File: src/hw/rtl/sqfps_pkg.sv
// ----------------------------------------------------------------------------
// sqfps_pkg
// shared constants and types for the square root fraction pattern search
// ----------------------------------------------------------------------------
package sqfps_pkg;

  // fraction bits of the root and longest usable pattern
  localparam int FRAC_BITS   = 128;
  localparam int PATTERN_MAX = 20;

  // fixed field widths
  localparam int RAD_W   = 20;
  localparam int PAT_W   = 20;
  localparam int LEN_W   = 5;
  localparam int POS_W   = 7;

  // integer root bits: one per radicand bit pair
  localparam int INT_PAIRS = RAD_W / 2;

  // derived datapath widths
  localparam int ROOT_W = INT_PAIRS + FRAC_BITS;
  localparam int REM_W  = ROOT_W + 3;
  localparam int STEP_W = $clog2(ROOT_W);
  localparam int PLEN_W = $clog2(PATTERN_MAX + 1);
  localparam int NS_W   = $clog2(FRAC_BITS + 1);

  // sequencer controls shared by the datapath units
  typedef struct packed {
    logic init;   // load a new transaction
    logic step;   // resolve one root bit
    logic frac;   // the bit being resolved is a fraction bit
  } seq_ctl_t;

  // search outcome
  typedef struct packed {
    logic             found;
    logic [POS_W-1:0] position;
  } match_res_t;

endpackage

File: src/hw/rtl/sqfps_root_unit.sv
// ----------------------------------------------------------------------------
// sqfps_root_unit
// restoring square root, one root bit per step through one shared subtractor
// ----------------------------------------------------------------------------
module sqfps_root_unit
  import sqfps_pkg::*;
(
  input  logic     clk,
  input  seq_ctl_t ctl,
  input  logic [1:0] pair,
  output logic     root_bit
);

  logic [REM_W-1:0]  rem;
  logic [ROOT_W-1:0] root;
  logic [REM_W-1:0]  rem_sh;
  logic [REM_W-1:0]  trial;
  logic [REM_W-1:0]  rem_next;
  logic [ROOT_W-1:0] root_next;

  always_comb begin
    rem_sh    = {rem[REM_W-3:0], pair};
    trial     = REM_W'({root, 2'b01});
    root_bit  = (rem_sh >= trial);
    rem_next  = root_bit ? (rem_sh - trial) : rem_sh;
    root_next = {root[ROOT_W-2:0], root_bit};
  end

  always_ff @(posedge clk) begin
    if (ctl.init) begin
      rem  <= '0;
      root <= '0;
    end else if (ctl.step) begin
      rem  <= rem_next;
      root <= root_next;
    end
  end

endmodule

File: src/hw/rtl/sqfps_match.sv
// ----------------------------------------------------------------------------
// sqfps_match
// sliding window over the fraction bits, keeps the first pattern hit
// ----------------------------------------------------------------------------
module sqfps_match
  import sqfps_pkg::*;
(
  input  logic             clk,
  input  logic             rst,
  input  seq_ctl_t         ctl,
  input  logic             frac_bit,
  input  logic [PAT_W-1:0] pattern_bits,
  input  logic [LEN_W-1:0] pattern_length,
  output match_res_t       res
);

  localparam int LEXT_W = LEN_W + PLEN_W;

  logic [PATTERN_MAX-1:0] win;
  logic [PATTERN_MAX-1:0] pat_al;
  logic [PATTERN_MAX-1:0] mask_al;
  logic [PLEN_W-1:0]      len_sat;
  logic [NS_W-1:0]        nseen;
  logic                   hit;
  logic [POS_W-1:0]       pos;

  logic [LEXT_W-1:0]            len_ext;
  logic [PLEN_W-1:0]            len_in;
  logic [PLEN_W-1:0]            shamt;
  logic [PATTERN_MAX+PAT_W-1:0] pat_wide;
  logic [PATTERN_MAX-1:0]       pat_in;
  logic [PATTERN_MAX-1:0]       mask_in;
  logic [PATTERN_MAX-1:0]       win_next;
  logic [NS_W-1:0]              nseen_next;
  logic [NS_W-1:0]              diff;
  logic [NS_W+POS_W-1:0]        diff_ext;
  logic                         match_now;

  always_comb begin
    // saturate the length and align pattern and mask to the window top
    len_ext  = LEXT_W'(pattern_length);
    len_in   = (len_ext > LEXT_W'(PATTERN_MAX)) ? PLEN_W'(PATTERN_MAX) : len_ext[PLEN_W-1:0];
    shamt    = PLEN_W'(PATTERN_MAX) - len_in;
    pat_wide = {{PATTERN_MAX{1'b0}}, pattern_bits};
    pat_in   = pat_wide[PATTERN_MAX-1:0];
    mask_in  = ~({PATTERN_MAX{1'b1}} >> len_in);

    // newest fraction bit enters at the top
    win_next   = (win >> 1) | (PATTERN_MAX'(frac_bit) << (PATTERN_MAX - 1));
    nseen_next = nseen + NS_W'(1);
    match_now  = !hit && (nseen_next >= NS_W'(len_sat)) &&
                 ((win_next & mask_al) == pat_al);
    diff       = nseen_next - NS_W'(len_sat);
    diff_ext   = {{POS_W{1'b0}}, diff};
  end

  always_ff @(posedge clk) begin
    if (ctl.init) begin
      pat_al  <= (pat_in << shamt) & mask_in;
      mask_al <= mask_in;
      len_sat <= len_in;
      win     <= '0;
    end else if (ctl.step && ctl.frac) begin
      win <= win_next;
    end
  end

  always_ff @(posedge clk) begin
    if (rst) begin
      hit   <= 1'b0;
      nseen <= '0;
      pos   <= '0;
    end else if (ctl.init) begin
      // empty pattern matches at the first offset
      hit   <= (len_in == '0);
      nseen <= '0;
      pos   <= '0;
    end else if (ctl.step && ctl.frac) begin
      nseen <= nseen_next;
      if (match_now) begin
        hit <= 1'b1;
        pos <= diff_ext[POS_W-1:0];
      end
    end
  end

  assign res.found    = hit;
  assign res.position = hit ? pos : '0;

endmodule

File: src/hw/rtl/sqrt_fraction_bit_pattern_search_top.sv
// ----------------------------------------------------------------------------
// sqrt_fraction_bit_pattern_search_top
// square root fraction bit pattern search with an iterative root datapath
// ----------------------------------------------------------------------------
// done follows the last of the ROOT_W = 138 root steps; no new start is taken
// before done is strobed, and the single root subtractor resolves one root
//   bit per cycle (10 integer + 128 fraction)
// busy is high from the accepted start until the cycle done is strobed
// reset: synchronous, active high; clears the sequencer and the strobe
// results are strobed for one cycle and the receiver cannot stall them
// ----------------------------------------------------------------------------
module sqrt_fraction_bit_pattern_search_top
  import sqfps_pkg::*;
(
  input  logic             clk,
  input  logic             rst,
  input  logic             start,
  output logic             busy,
  input  logic [RAD_W-1:0] radicand,
  input  logic [PAT_W-1:0] pattern_bits,
  input  logic [LEN_W-1:0] pattern_length,
  output logic             done,
  output logic             found,
  output logic [POS_W-1:0] position
);

  // sequencer states
  localparam logic [1:0] ST_IDLE = 2'd0;
  localparam logic [1:0] ST_RUN  = 2'd1;
  localparam logic [1:0] ST_DONE = 2'd2;

  logic [1:0]        state;
  logic [1:0]        state_next;
  logic [STEP_W-1:0] step;
  logic [RAD_W-1:0]  rad;
  seq_ctl_t          ctl;
  logic              accept;
  logic              last_step;
  logic [1:0]        pair;
  logic              root_bit;
  match_res_t        res;

  // a transaction is taken when start meets a block that is not busy
  assign accept    = start && !busy;
  assign busy      = (state == ST_RUN);
  assign last_step = (step == STEP_W'(ROOT_W - 1));

  always_comb begin
    ctl.init = accept;
    ctl.step = (state == ST_RUN);
    ctl.frac = (step >= STEP_W'(INT_PAIRS));
    // radicand pairs feed the integer steps, zeros follow
    pair     = ctl.frac ? 2'b00 : rad[RAD_W-1:RAD_W-2];
  end

  always_comb begin
    state_next = state;
    case (state)
      ST_IDLE: begin
        if (accept) state_next = ST_RUN;
      end
      ST_RUN: begin
        if (last_step) state_next = ST_DONE;
      end
      ST_DONE: begin
        // back to back start is accepted while done is strobed
        state_next = accept ? ST_RUN : ST_IDLE;
      end
      default: begin
        state_next = ST_IDLE;
      end
    endcase
  end

  always_ff @(posedge clk) begin
    if (rst) begin
      state <= ST_IDLE;
      step  <= '0;
    end else begin
      state <= state_next;
      if (accept) begin
        step <= '0;
      end else if (state == ST_RUN) begin
        step <= step + STEP_W'(1);
      end
    end
  end

  // radicand shifts out two bits per root step
  always_ff @(posedge clk) begin
    if (accept) begin
      rad <= radicand;
    end else if (ctl.step) begin
      rad <= {rad[RAD_W-3:0], 2'b00};
    end
  end

  sqfps_root_unit u_root (
    .clk      (clk),
    .ctl      (ctl),
    .pair     (pair),
    .root_bit (root_bit)
  );

  sqfps_match u_match (
    .clk            (clk),
    .rst            (rst),
    .ctl            (ctl),
    .frac_bit       (root_bit),
    .pattern_bits   (pattern_bits),
    .pattern_length (pattern_length),
    .res            (res)
  );

  // the result stays in the matcher until the next start, so the strobe
  // can simply mark the cycle after the last root step
  assign done     = (state == ST_DONE);
  assign found    = res.found;
  assign position = res.position;

endmodule
File: config.mk
export PLATFORM = sky130hd
export DESIGN_NAME = sqrt_fraction_bit_pattern_search_top
export DESIGN_NICKNAME = d
export VERILOG_FILES = /design/src/hw/rtl/sqfps_pkg.sv /design/src/hw/rtl/sqfps_root_unit.sv /design/src/hw/rtl/sqfps_match.sv /design/src/hw/rtl/sqrt_fraction_bit_pattern_search_top.sv
export SDC_FILE = /design/constraint.sdc
export NUM_CORES = 1
export LEC_CHECK = 0
export BUFFER_PORTS_ARGS = -buffer_cell sky130_fd_sc_hd__buf_2
export CAP_MARGIN = 10
export CORE_UTILIZATION = 59
export DETAILED_ROUTE_END_ITERATION = 16
export GPL_ROUTABILITY_DRIVEN = 0
export PLACE_DENSITY_LB_ADDON = 0.12
export SETUP_SLACK_MARGIN = 0.3
export SLEW_MARGIN = 40
export SYNTH_ARGS = -nofsm -noshare
export SYNTH_HDL_FRONTEND = slang
export SYNTH_SLANG_ARGS = --single-unit
export TNS_END_PERCENT = 20
File: constraint.sdc
create_clock -name clk -period 9.6 [get_ports clk]
set_input_delay 0.48 -clock clk [delete_from_list [all_inputs] [get_ports clk]]
set_output_delay 0.48 -clock clk [all_outputs]
set_load 0.02 [all_outputs]
==> impl_metrics.toml <==
[run_status]
status = "complete, no violations"

[power_and_ir_drop]
p_sw_share_pct = 49.1
ir_drop_uv = 223
internal_power_w = 0.00505
clkPwrFrac_pct = 17.7
net-switching-power_w = 0.00487
p_leak_nw = 11.2
combPwrFrac_pct = 61.8
power_w = 0.00992
power.density_mw_per_mm2 = 357
seqPwrFrac_pct = 20.5

[floorplan]
num_io_pins = 58
initial_core_util_pct = 59.9
die_h_microns = 211
fp.coreArea_sq_mm = 0.0432
die_w_microns = 211
num_rows = 76
die_area_sq_mm = 0.0447

[sta]
fin_skew_ns = 0.0109
min_period_ns = 5.10
setup_viol = 0
setup-tns-final_ns = 0
hold_viol = 0
rsz0062_at_grt = "false"
relSlewSlack_pct = 34.1
fin_crit_sh_pct = 53.1
tightest_slew_ns = 0.988
fmax_mhz = 196
drv_slew = 0
holdWs_ns = 0.144

[drt]
firstDrtPassIters = 6
wl_per_cell_microns = 18.2
ant_nets = 0
routed_via_density = 6.22
first_iter_violations = 2165
vias = 24500
routed_wl_microns = 71800
drc = 0

[cts]
htreeDepth = 2
cts_made_buffers = 43
cts.path.max_buffers = 3
clk_pin_slew_ns = 0.06
root_buffer = "clkbuf_16"
cts_tree = "yes"
numClockSinks = 386
clk_latency_ns = 0.59
postCtsResizedCells = 0
cts_hold_buffers = 0
postCtsSetupRepairBufs = 0

[hold_path]
hold_path_end = "rad[16]$_DFFE_PP_"
whs_path_depth = 3
hold_start = "radicand[16]"
hold_class = "input pin to flip-flop"

[place]
place_inst = 3860
hpwl_microns = 52400
port_buffers = 57

[cells_and_area]
post-route-util_pct = 64.5
layout_commonest_cell = "nand2_1"
fin_nets = 3523
n_antenna_cell = 0
layout-drive-gt1-share_pct = 6.38
area_growth_pct = 7.53
fin_cells = 3937
final_cell_mix = "561 x nand2_1, 360 x a21oi_1, 322 x dfxtp_1, 267 x o21ai_0, 202 x nor2_1"

[synth]
ys_types = 91
ys_seq_area_share_pct = 32.3
synth_cells = 3411
netlist_area_sq_mm = 0.0259
synth_area_leaders = "dfxtp_1 25%, nand2_1 8.1%, edfxtp_1 7.4%, ha_1 7.4%, a21oi_1 7.0%"
synth_nets = 3613
ys_seq_elements = 386
synthesis.area_per_instance_sq_um = 7.59
synth_edf_count = 64
ys.flop_type = "dfxtp_1"
yosys.area.top_type = "dfxtp_1"
yosys.area.top_type_share_pct = 24.9
async_flop_share_pct = 0
ys_warn_count = 0

[setup_path]
worst_setup_path_start_kind = "flip-flop"
critPathCaptureType = "flip-flop"
timing_worst_setup_path_type = "flip-flop to flip-flop"
reg2reg_from = "u_root.root[76]$_SDFFE_PP0P_"
rr_endpoint = "u_match.pos[2]$_SDFFE_PP0P_"
critPathMaxFanout = 77
rrSetupSlack_ns = 4.50
cp.required_ns = 10.10
ff2ff_path_depth = 16
arrival_ns = 5.60

[global_routing]
antenna_found_initial = 0
grt_max_degree = 196
grt_pass1_vias = 22900
grt_pass1_wl_microns = 116000
grtUsageMet3_pct = 5.10
grt.busiest_layer = "met2"
use_met1_pct = 41.6
grtUsageTotal_pct = 31.8
grt_util_met2_pct = 52.3
overflow = 0

[run]
timing.max_cap.violations = 0
[flip-flops by register name, summed over array words and instances (netlist names)]
name and flops:
rad 20, u_match.nseen 8, u_root.root 138, u_match.len_sat 4
state 2, u_match.pos 7, u_match.pat_al 20, u_match.hit 1
u_match.win 19, u_match.mask_al 20, step 8, u_root.rem 139
[how the worst max path moves through the flow]
| stage | startpoint | to | slack (ns) | cells after the start |
|---|---|---|---|---|
| final | u_root.root[76]$_SDFFE_PP0P_ | u_match.pos[2]$_SDFFE_PP0P_ | 4.50 | 16 |
| after global routing | u_root.root[82]$_SDFFE_PP0P_ | u_match.pos[5]$_SDFFE_PP0P_ | 4.12 | 16 |
| after global placement | u_root.root[76]$_SDFFE_PP0P_ | u_match.pos[6]$_SDFFE_PP0P_ | 4.28 | 16 |
| after CTS | u_root.root[82]$_SDFFE_PP0P_ | u_match.pos[6]$_SDFFE_PP0P_ | 4.45 | 16 |
| after detailed placement | u_root.root[93]$_SDFFE_PP0P_ | u_match.pos[5]$_SDFFE_PP0P_ | 4.47 | 15 |
| after floorplan | step[0]$_SDFFE_PP0P_ | u_root.rem[138]$_SDFFE_PP0P_ | 5.37 | 18 |
[final cells by class]
type,instances,area [sq um]
fill,3853,15300
sequential,386,8370
timing repair buffer,77,474
clock buffer,56,1230
inverter,204,773
clock inverter,20,274
tap,585,732
multi-input combinational,2609,16000
[routing by layer]
| metal | vias up | part of all wire, % |
|---|---|---|
| li1 | 12000 | - |
| met1 | 11500 | 44 |
| met2 | 851 | 46 |
| met3 | 158 | 7.0 |
| met4 | 0 | 3.4 |
| met5 | - | 0 |
[worst max-delay path, cell delays in order, from the launching register on]
cell and delay, ns:
dfxtp_1 0.33, inv_1 0.07, ha_1 0.42, a21oi_1 0.22
o21ai_0 0.14, a21oi_1 0.41, o21ai_0 0.26, a211oi_1 0.62
a2bb2oi_1 0.22, a21boi_1 0.55, o21ai_4 0.13, buf_6 0.32
buf_4 0.40, a21o_1 0.27, a21oi_4 0.29, nor2_1 0.08
a211oi_1 0.24
[synth_stat cells (15+ instances only)]
library cell,instances
a21o_1,66
and3_1,23
or3_1,19
xor2_1,73
o21ai_0,267
nand2_1,561
o21a_1,21
buf_2,21
nor3_1,57
a21oi_1,360
nand3_1,81
o31ai_1,146
a31oi_1,26
nand4_1,75
edfxtp_1,64
clkbuf_1,176
o21bai_1,37
and2_1,16
nor2_1,204
inv_1,201
xnor2_1,92
nor2b_1,18
nand2b_1,15
a211oi_1,26
dfxtp_1,322
ha_1,153
o21ai_1,35
mux2i_1,43
[kinds of logic (layout without fill, tap and decap cells)]
kind of cell             count (synthesis)  after routing  share of synthesized area [%]
AO/OA/AOI/OAI                         1117           1117                           26.9
XOR/XNOR                               165            165                           5.59
adder cells (fa/ha/maj)                154            154                           7.48
buffers and inverters                  416            357                           6.15
flip-flops                             386            386                           32.3
multiplexers                            49             49                           2.10
AND/OR/NAND/NOR                       1124           1124                           19.5
[power groups by stage]
stage | registers [W] | logic (W) | clock network [W]
2_1_floorplan | 0.00202 | 0.00447 | 0
3_3_place_gp | 0.00205 | 0.00586 | 0
3_5_place_dp | 0.00206 | 0.00592 | 0
4_1_cts | 0.00203 | 0.00596 | 0.00178
5_1_grt | 0.00206 | 0.00667 | 0.00184
6_report | 0.00204 | 0.00613 | 0.00176
[metrics by stage]
stage | cell area (sq um) | setup WS (ns)
2_1_floorplan | 25900 | 5.37
3_3_place_gp | 26300 | 4.28
3_5_place_dp | 26300 | 4.47
4_1_cts | 27800 | 4.45
5_1_grt | 27800 | 4.12
6_report | 27800 | 4.50
(Power assumes the default switching activity.)
